### src/sprc_pkg.sv
// ----------------------------------------------------------------------------
// sprc_pkg: shared types and constants of the stepper pulse ramp controller
// Item layouts, opcodes, register indexes, reset values and field widths.
// ----------------------------------------------------------------------------
package sprc_pkg;

   localparam int FREQ_BITS  = 16;
   localparam int COUNT_BITS = 32;
   localparam int CLK_BITS   = 24;
   localparam int CMP_BITS   = CLK_BITS - 1;
   localparam int CSR_BITS   = 24;
   localparam int CSR_IDX_BITS = 2;

   // Opcodes of the input item
   localparam logic [3:0] OP_TICK       = 4'd0;
   localparam logic [3:0] OP_SET_SPEED  = 4'd1;
   localparam logic [3:0] OP_START      = 4'd2;
   localparam logic [3:0] OP_STOP       = 4'd3;
   localparam logic [3:0] OP_SET_DIR    = 4'd4;
   localparam logic [3:0] OP_TOGGLE_DIR = 4'd5;
   localparam logic [3:0] OP_SET_TARGET = 4'd6;
   localparam logic [3:0] OP_CLEAR_CNT  = 4'd7;
   localparam logic [3:0] OP_READ_REACH = 4'd8;

   // Register indexes
   localparam logic [CSR_IDX_BITS-1:0] REG_MIN_HZ    = 2'd0;
   localparam logic [CSR_IDX_BITS-1:0] REG_MAX_HZ    = 2'd1;
   localparam logic [CSR_IDX_BITS-1:0] REG_RAMP_STEP = 2'd2;
   localparam logic [CSR_IDX_BITS-1:0] REG_CLOCK_HZ  = 2'd3;

   // Reset values
   localparam logic [FREQ_BITS-1:0]  RST_MIN_HZ     = 16'd500;
   localparam logic [FREQ_BITS-1:0]  RST_MAX_HZ     = 16'd3000;
   localparam logic [FREQ_BITS-1:0]  RST_RAMP_STEP  = 16'd1;
   localparam logic [CLK_BITS-1:0]   RST_CLOCK_HZ   = 24'd100000;
   localparam logic [FREQ_BITS-1:0]  RST_FREQ       = 16'd1000;
   localparam logic [COUNT_BITS-1:0] RST_PULSE_GOAL = 32'd10000000;

   typedef struct packed {
      logic [3:0]            op;
      logic [FREQ_BITS-1:0]  speed_request_hz;
      logic                  dir_request;
      logic [COUNT_BITS-1:0] pulse_target;
   } sprc_req_type;

   typedef struct packed {
      logic                  pwm_enabled;
      logic                  direction;
      logic                  running;
      logic                  ramping;
      logic [FREQ_BITS-1:0]  active_hz;
      logic [CLK_BITS-1:0]   period_reload;
      logic [CMP_BITS-1:0]   compare_value;
      logic [COUNT_BITS-1:0] pulse_count;
      logic                  reached_flag;
      logic                  reached_event;
      logic                  read_reached;
   } sprc_rsp_type;

   // Divider status toward the controller
   typedef struct packed {
      logic busy;
      logic done;
   } sprc_div_stat_type;

endpackage

### src/stepper_pulse_ramp_controller.sv
// ----------------------------------------------------------------------------
// stepper_pulse_ramp_controller: stepper pulse rate and linear ramp control
// Applies commands and pulse ticks to the motion state, then derives the
// timer reload and compare values through a bit-serial divider.
// ----------------------------------------------------------------------------
//
//  channel  | ports                          | moves
//  ---------+--------------------------------+-------------------------------
//  request  | req_valid req_ready req_data   | one command or tick item
//  response | rsp_valid rsp_ready rsp_data   | one status item per request
//  csr      | csr_write_en csr_index csr_wdata | register write, no wait
//
//  An item runs from acceptance to a loaded response as follows: the motion
//  state updates at the accepting edge, then the divider start is
//  registered, the divider runs 24 steps (one quotient bit each), the done
//  flag moves the sequencer to load, and the load state fills the response
//  register. The next item is taken once the sequencer is back in idle.
//  Reset restores the register and state defaults at once; no sweep.
//  A held response does not block the next request, but a finished result
//  waits in the load state until the response register is free.
//
module stepper_pulse_ramp_controller
   import sprc_pkg::*;
(
   input  logic                    clock,
   input  logic                    reset,
   input  logic                    req_valid,
   output logic                    req_ready,
   input  sprc_req_type            req_data,
   output logic                    rsp_valid,
   input  logic                    rsp_ready,
   output sprc_rsp_type            rsp_data,
   input  logic                    csr_write_en,
   input  logic [CSR_IDX_BITS-1:0] csr_index,
   input  logic [CSR_BITS-1:0]     csr_wdata
);

   typedef enum logic [2:0] {
      ST_IDLE = 3'b001,
      ST_CALC = 3'b010,
      ST_LOAD = 3'b100
   } state_type;

   state_type state_ff, state_in;

   // Configuration registers
   logic [FREQ_BITS-1:0] min_hz_ff, max_hz_ff, step_hz_ff;
   logic [CLK_BITS-1:0]  clock_hz_ff;

   // Motion state
   logic                  run_ff, run_in;
   logic                  ramp_ff, ramp_in;
   logic                  stop_ff, stop_in;
   logic                  pwm_ff, pwm_in;
   logic                  dir_ff, dir_in;
   logic [FREQ_BITS-1:0]  freq_ff, freq_in;
   logic [FREQ_BITS-1:0]  goal_ff, goal_in;
   logic [FREQ_BITS-1:0]  user_ff, user_in;
   logic [COUNT_BITS-1:0] count_ff, count_in;
   logic [COUNT_BITS-1:0] target_ff, target_in;
   logic                  reached_ff, reached_in;
   logic                  event_ff, event_in;
   logic                  readv_ff, readv_in;

   logic                  div_start_ff, div_start_in;
   logic                  rsp_valid_ff, rsp_valid_in;
   sprc_rsp_type          rsp_data_ff, rsp_data_in;

   sprc_div_stat_type     div_stat;
   logic [CLK_BITS-1:0]   div_quo;

   logic                  accept;
   logic                  rsp_free;
   logic [FREQ_BITS-1:0]  bounded_hz;
   logic [FREQ_BITS:0]    ramp_up_sum;
   logic [FREQ_BITS-1:0]  ramp_gap;
   logic [FREQ_BITS-1:0]  ramp_freq;
   logic [COUNT_BITS-1:0] count_inc;
   logic [CLK_BITS-1:0]   quo_eff;

   assign accept    = req_valid && req_ready;
   assign req_ready = (state_ff == ST_IDLE);
   assign rsp_free  = !rsp_valid_ff || rsp_ready;

   // Clamp a speed request; if the bounds cross, below min gets min, others get max
   always_comb begin
      if (req_data.speed_request_hz < min_hz_ff) begin
         bounded_hz = min_hz_ff;
      end else if (req_data.speed_request_hz > max_hz_ff) begin
         bounded_hz = max_hz_ff;
      end else begin
         bounded_hz = req_data.speed_request_hz;
      end
   end

   // One ramp step toward the goal, never past it
   assign ramp_up_sum = {1'b0, freq_ff} + {1'b0, step_hz_ff};
   assign ramp_gap    = freq_ff - goal_ff;
   always_comb begin
      if (freq_ff < goal_ff) begin
         if (ramp_up_sum > {1'b0, goal_ff}) begin
            ramp_freq = goal_ff;
         end else begin
            ramp_freq = ramp_up_sum[FREQ_BITS-1:0];
         end
      end else if (freq_ff > goal_ff) begin
         if (ramp_gap < step_hz_ff) begin
            ramp_freq = goal_ff;
         end else begin
            ramp_freq = freq_ff - step_hz_ff;
         end
      end else begin
         ramp_freq = freq_ff;
      end
   end

   assign count_inc = count_ff + 1'b1;

   // Apply one accepted item to the motion state
   always_comb begin
      run_in     = run_ff;
      ramp_in    = ramp_ff;
      stop_in    = stop_ff;
      pwm_in     = pwm_ff;
      dir_in     = dir_ff;
      freq_in    = freq_ff;
      goal_in    = goal_ff;
      user_in    = user_ff;
      count_in   = count_ff;
      target_in  = target_ff;
      reached_in = reached_ff;
      event_in   = event_ff;
      readv_in   = readv_ff;
      if (accept) begin
         event_in = 1'b0;
         readv_in = 1'b0;
         case (req_data.op)
            OP_TICK: begin
               if (run_ff) begin
                  count_in = count_inc;
                  if (ramp_ff) begin
                     freq_in = ramp_freq;
                     ramp_in = (ramp_freq != goal_ff);
                  end
                  if (!reached_ff && (count_inc >= target_ff)) begin
                     reached_in = 1'b1;
                     event_in   = 1'b1;
                  end
                  // Halt once the ramp-down to the stop frequency is over
                  if (!ramp_in && stop_ff) begin
                     stop_in = 1'b0;
                     run_in  = 1'b0;
                     pwm_in  = 1'b0;
                  end
               end
            end
            OP_SET_SPEED: begin
               user_in = bounded_hz;
               if (run_ff) begin
                  goal_in = bounded_hz;
                  ramp_in = 1'b1;
                  stop_in = 1'b0;
               end else begin
                  freq_in = bounded_hz;
               end
            end
            OP_START: begin
               if (!run_ff) begin
                  run_in  = 1'b1;
                  freq_in = min_hz_ff;
                  goal_in = user_ff;
                  ramp_in = 1'b1;
                  stop_in = 1'b0;
                  pwm_in  = 1'b1;
               end
            end
            OP_STOP: begin
               if (run_ff) begin
                  goal_in = min_hz_ff;
                  ramp_in = 1'b1;
                  stop_in = 1'b1;
                  pwm_in  = 1'b1;
               end else begin
                  pwm_in = 1'b0;
               end
            end
            OP_SET_DIR: begin
               // A new level switches at once and restarts from the low bound
               if (dir_ff != req_data.dir_request) begin
                  dir_in  = req_data.dir_request;
                  run_in  = 1'b1;
                  freq_in = min_hz_ff;
                  goal_in = user_ff;
                  ramp_in = 1'b1;
                  stop_in = 1'b0;
                  pwm_in  = 1'b1;
               end
            end
            OP_TOGGLE_DIR: begin
               dir_in = !dir_ff;
            end
            OP_SET_TARGET: begin
               target_in  = req_data.pulse_target;
               reached_in = 1'b0;
            end
            OP_CLEAR_CNT: begin
               count_in = '0;
            end
            OP_READ_REACH: begin
               readv_in   = reached_ff;
               reached_in = 1'b0;
            end
            default: begin
            end
         endcase
      end
   end

   // Sequencer: update, divide, load response
   always_comb begin
      state_in     = state_ff;
      div_start_in = 1'b0;
      rsp_valid_in = rsp_valid_ff && !rsp_ready;
      rsp_data_in  = rsp_data_ff;
      unique case (state_ff)
         ST_IDLE: begin
            if (accept) begin
               state_in     = ST_CALC;
               div_start_in = 1'b1;
            end
         end
         ST_CALC: begin
            if (div_stat.done) begin
               state_in = ST_LOAD;
            end
         end
         ST_LOAD: begin
            if (rsp_free) begin
               state_in                  = ST_IDLE;
               rsp_valid_in              = 1'b1;
               rsp_data_in.pwm_enabled   = pwm_ff;
               rsp_data_in.direction     = dir_ff;
               rsp_data_in.running       = run_ff;
               rsp_data_in.ramping       = ramp_ff;
               rsp_data_in.active_hz     = freq_ff;
               rsp_data_in.period_reload = (quo_eff == '0) ? '0 : quo_eff - 1'b1;
               rsp_data_in.compare_value = quo_eff[CLK_BITS-1:1];
               rsp_data_in.pulse_count   = count_ff;
               rsp_data_in.reached_flag  = reached_ff;
               rsp_data_in.reached_event = event_ff;
               rsp_data_in.read_reached  = readv_ff;
            end
         end
         default: begin
            state_in = ST_IDLE;
         end
      endcase
   end

   // A zero frequency gives a zero quotient
   assign quo_eff = (freq_ff == '0) ? '0 : div_quo;

   sprc_divider u_divider (
      .clock    (clock),
      .reset    (reset),
      .start    (div_start_ff),
      .dividend (clock_hz_ff),
      .divisor  (freq_ff),
      .stat     (div_stat),
      .quotient (div_quo)
   );

   always_ff @(posedge clock) begin
      if (reset) begin
         state_ff     <= ST_IDLE;
         div_start_ff <= 1'b0;
         rsp_valid_ff <= 1'b0;
         min_hz_ff    <= RST_MIN_HZ;
         max_hz_ff    <= RST_MAX_HZ;
         step_hz_ff   <= RST_RAMP_STEP;
         clock_hz_ff  <= RST_CLOCK_HZ;
         run_ff       <= 1'b0;
         ramp_ff      <= 1'b0;
         stop_ff      <= 1'b0;
         pwm_ff       <= 1'b1;
         dir_ff       <= 1'b1;
         freq_ff      <= RST_FREQ;
         goal_ff      <= RST_FREQ;
         user_ff      <= RST_FREQ;
         count_ff     <= '0;
         target_ff    <= RST_PULSE_GOAL;
         reached_ff   <= 1'b0;
         event_ff     <= 1'b0;
         readv_ff     <= 1'b0;
      end else begin
         state_ff     <= state_in;
         div_start_ff <= div_start_in;
         rsp_valid_ff <= rsp_valid_in;
         if (csr_write_en) begin
            unique case (csr_index)
               REG_MIN_HZ:    min_hz_ff   <= csr_wdata[FREQ_BITS-1:0];
               REG_MAX_HZ:    max_hz_ff   <= csr_wdata[FREQ_BITS-1:0];
               REG_RAMP_STEP: step_hz_ff  <= csr_wdata[FREQ_BITS-1:0];
               REG_CLOCK_HZ:  clock_hz_ff <= csr_wdata[CLK_BITS-1:0];
               default: begin
               end
            endcase
         end
         run_ff     <= run_in;
         ramp_ff    <= ramp_in;
         stop_ff    <= stop_in;
         pwm_ff     <= pwm_in;
         dir_ff     <= dir_in;
         freq_ff    <= freq_in;
         goal_ff    <= goal_in;
         user_ff    <= user_in;
         count_ff   <= count_in;
         target_ff  <= target_in;
         reached_ff <= reached_in;
         event_ff   <= event_in;
         readv_ff   <= readv_in;
      end
   end

   // Response payload holds without reset
   always_ff @(posedge clock) begin
      rsp_data_ff <= rsp_data_in;
   end

   assign rsp_valid = rsp_valid_ff;
   assign rsp_data  = rsp_data_ff;

`ifndef SYNTHESIS
   // No new item while the divider works on the current one
   a_busy_blocks_req: assert property (@(posedge clock) disable iff (reset)
      div_stat.busy |-> !req_ready)
      else $error("request accepted while divider busy");

   // A finished result with a free slot shows up on the response side
   a_load_to_rsp: assert property (@(posedge clock) disable iff (reset)
      (state_ff == ST_LOAD && rsp_free) |=> rsp_valid)
      else $error("loaded result missing on response");

   // Ramping and a pending stop only exist while in motion
   a_idle_no_ramp: assert property (@(posedge clock) disable iff (reset)
      !run_ff |-> (!ramp_ff && !stop_ff))
      else $error("ramp or stop pending while not running");
`endif

endmodule

### src/sprc_divider.sv
// ----------------------------------------------------------------------------
// sprc_divider: bit-serial restoring divider
// Divides the timer clock by the pulse frequency, one quotient bit a cycle.
// ----------------------------------------------------------------------------
module sprc_divider
   import sprc_pkg::*;
(
   input  logic                 clock,
   input  logic                 reset,
   input  logic                 start,
   input  logic [CLK_BITS-1:0]  dividend,
   input  logic [FREQ_BITS-1:0] divisor,
   output sprc_div_stat_type    stat,
   output logic [CLK_BITS-1:0]  quotient
);

   localparam int CNT_BITS = $clog2(CLK_BITS);

   logic                 busy_ff, busy_in;
   logic                 done_ff, done_in;
   logic [CNT_BITS-1:0]  cnt_ff, cnt_in;
   logic [CLK_BITS-1:0]  shift_ff, shift_in;
   logic [FREQ_BITS-1:0] rem_ff, rem_in;
   logic [FREQ_BITS:0]   rem_next;
   logic [FREQ_BITS+1:0] trial;

   // Bring down the next dividend bit and try the subtract
   assign rem_next = {rem_ff, shift_ff[CLK_BITS-1]};
   assign trial    = {1'b0, rem_next} - {2'b00, divisor};

   always_comb begin
      busy_in  = busy_ff;
      done_in  = 1'b0;
      cnt_in   = cnt_ff;
      shift_in = shift_ff;
      rem_in   = rem_ff;
      if (start) begin
         busy_in  = 1'b1;
         cnt_in   = '0;
         shift_in = dividend;
         rem_in   = '0;
      end else if (busy_ff) begin
         if (trial[FREQ_BITS+1]) begin
            rem_in   = rem_next[FREQ_BITS-1:0];
            shift_in = {shift_ff[CLK_BITS-2:0], 1'b0};
         end else begin
            rem_in   = trial[FREQ_BITS-1:0];
            shift_in = {shift_ff[CLK_BITS-2:0], 1'b1};
         end
         cnt_in = cnt_ff + 1'b1;
         if (cnt_ff == CNT_BITS'(CLK_BITS - 1)) begin
            busy_in = 1'b0;
            done_in = 1'b1;
         end
      end
   end

   always_ff @(posedge clock) begin
      if (reset) begin
         busy_ff <= 1'b0;
         done_ff <= 1'b0;
         cnt_ff  <= '0;
      end else begin
         busy_ff <= busy_in;
         done_ff <= done_in;
         cnt_ff  <= cnt_in;
      end
   end

   always_ff @(posedge clock) begin
      shift_ff <= shift_in;
      rem_ff   <= rem_in;
   end

   assign stat.busy = busy_ff;
   assign stat.done = done_ff;
   assign quotient  = shift_ff;

endmodule

### config.mk
export PLATFORM = sky130hd
export DESIGN_NAME = stepper_pulse_ramp_controller
export DESIGN_NICKNAME = d
export VERILOG_FILES = /design/src/sprc_pkg.sv /design/src/stepper_pulse_ramp_controller.sv /design/src/sprc_divider.sv
export SDC_FILE = /design/constraint.sdc
export NUM_CORES = 1
export LEC_CHECK = 0
export ABC_CLOCK_PERIOD_IN_PS = 6150
export BUFFER_PORTS_ARGS = -buffer_cell sky130_fd_sc_hd__buf_4
export CAP_MARGIN = 20
export CORE_MARGIN = 5
export CORE_UTILIZATION = 60
export DETAILED_ROUTE_END_ITERATION = 8
export HOLD_SLACK_MARGIN = 0.03
export PLACE_DENSITY = 0.91
export SLEW_MARGIN = 20
export SYNTH_ARGS = -nofsm -noshare
export SYNTH_HDL_FRONTEND = slang
export SYNTH_HIERARCHICAL = 1
export SYNTH_SLANG_ARGS = --single-unit
export TNS_END_PERCENT = 20
### constraint.sdc
create_clock -name clock -period 6.15 [get_ports clock]
set_input_delay 0.615 -clock clock [delete_from_list [all_inputs] [get_ports clock]]
set_output_delay 0.615 -clock clock [all_outputs]
set_load 0.005 [all_outputs]
==> results.ini <==
[run_status]
status = finished clean

[timing]
fin_ws_ns = 0.368
rsz0062_at_grt = false
worst_clock_skew_ns = 0.0355
tns_ns = 0
max_freq_mhz = 173
setup_viol = 0
worst_pin_slew_ns = 1.14
finalCritPeriodShare_pct = 94.0
hold_viol = 0
hold_slack_ns = 0.267
relSlewSlack_pct = 24.2
period_minus_slack_ns = 5.78
drv_slew = 0

[clocking]
cts_tree = yes
cts-root-buf = clkbuf_16
numCtsBuffers = 38
clkTransAtPathRegs_ns = 0.07
cts.sinks = 346
insertion_delay_ns = 0.57
h-tree-depth = 2
postCtsHoldBufs = 0
cts_buffer_depth = 3

[final_layout]
nNetsFinal = 2871
final_common_cell = nand2_1
layout-drive-gt1-share_pct = 13.9
fillers = 2637
instances_no_fill = 3115
area_growth_pct = 14.7
final_cell_mix = nand2_1, buf_4, dfxtp_1, a21oi_1, nor2_1
fin_util_pct = 69.4

[floorplanning]
die_area_um2 = 39600
die_w_um = 199
start_util_pct = 60.5
fp.dieH_um = 199
rows = 69
core_area_um2 = 35400
ios = 188

[route]
wirelength_um = 68800
dr.pass1.iters = 6
drt_iter0_markers = 2130
drc = 0
post_drt_wl_per_cell_um = 22.1
ant_nets = 0
via_count = 20000
vias_per_cell = 6.42

[placed_design]
gp_congestion = 1.04
dp.cells = 3044
detailed_place_hpwl_um = 51100
place_ws_ns = 0.241
port_buffers = 187

[global_route]
grt_pass1_vias = 19100
grt_pass1_wl_um = 105000
track_usage_pct = 33.5
antenna_found_initial = 2
grt_max_degree = 81
grt-ovfl-total = 0

[critical_path]
criticalPathCategory = flip-flop to flip-flop
path_max_fanout = 6
critPathArrivalTime_ns = 6.28
slowest_delay_ns = 0.47
crit_slowest_cell = dfxtp_1
cp.required_ns = 6.65
cp-end-kind = flip-flop
start_kind = flip-flop

[min_path]
hold_class = primary input to flip-flop

[synthesis]
ys_warn_count = 6
postSynthCellCount = 2473
synth_nets = 2721
synth.avg_cell_area_um2 = 8.66
synth.cell_area_um2 = 21400

[flow_run]
cap_violations = 0

[power_and_ir_drop]
p_leak_nw = 9.90
ir_drop_uv = 244
p_per_area_nw_per_um2 = 292

==> power by group <==
group	internal, mW	switching, mW	total (mW)
registers	2.48	0.0989	2.58
logic	0.864	1.42	2.28
clock network	1.35	0.972	2.32
total	4.69	2.49	7.17
==> worst paths after layout <==
check	slack, ns	cells past startpoint	endpoint	start
hold / removal	0.27	2	target_ff[7]	req_data[7]
setup / recovery	0.37	26	pwm_ff	goal_ff[1]
hold reg to reg	0.45	0	rsp_data[0]	readv_ff
setup reg to reg	0.37	26	pwm_ff	goal_ff[1]
==> per-layer routing <==
metal / routed length [um] / vias to the layer above / GRT usage (%)
met1: 27500 / 9560 / 44.6
met3: 8040 / 174 / 9.55
li1: - / 9170 / -
met4: 2970 / 0 / 12.3
met2: 30300 / 1104 / 52.2
met5: 0 / - / 0
==> layout make-up <==
| cell class | count | area [um^2] | area share [%] |
|---|---|---|---|
| diodes | 1 | 2.50 | 0.0102 |
| clock buffers | 57 | 1140 | 4.66 |
| clock inverters | 13 | 125 | 0.510 |
| inverters | 154 | 578 | 2.35 |
| multi-input cells | 1851 | 12200 | 49.7 |
| flip-flops and latches | 346 | 8190 | 33.3 |
| well taps | 461 | 577 | 2.35 |
| repair buffers | 232 | 1750 | 7.11 |
==> flip-flops by register name, indices dropped and copies added, names as in the netlist, 3 cells and up <==
name	cells
step_hz_ff	16
clock_hz_ff	24
target_ff	32
u_divider/cnt_ff	5
min_hz_ff	16
u_divider/quotient	24
state_ff	3
user_ff	16
rsp_data	102
freq_ff	16
u_divider/rem_ff	16
goal_ff	16
count_ff	32
max_hz_ff	16
==> critical path: cells and delay by family (launching register included) <==
kind            cells  cell delay (ns)
buf+inv             2             0.38
xor+xnor            2             0.35
mux                 1             0.20
simple gates        4             0.73
fa+ha+maj           2             0.59
flops               1             0.47
compound gates     15             3.00
==> per-stage QoR <==
stage	area, um^2	power [mW]
after floorplan	21400	4.18
final	24600	7.17
after CTS	24500	7.11
after global routing	24600	7.48
after detailed placement	23300	4.81
after global placement	23300	4.75
==> timing repair <==
item,in CTS,in global routing
buffers inserted,0,0
gates resized for setup,0,4
setup endpoints to repair,0,4
hold endpoints to repair,0,0
Power figures use the tool's default switching activity.
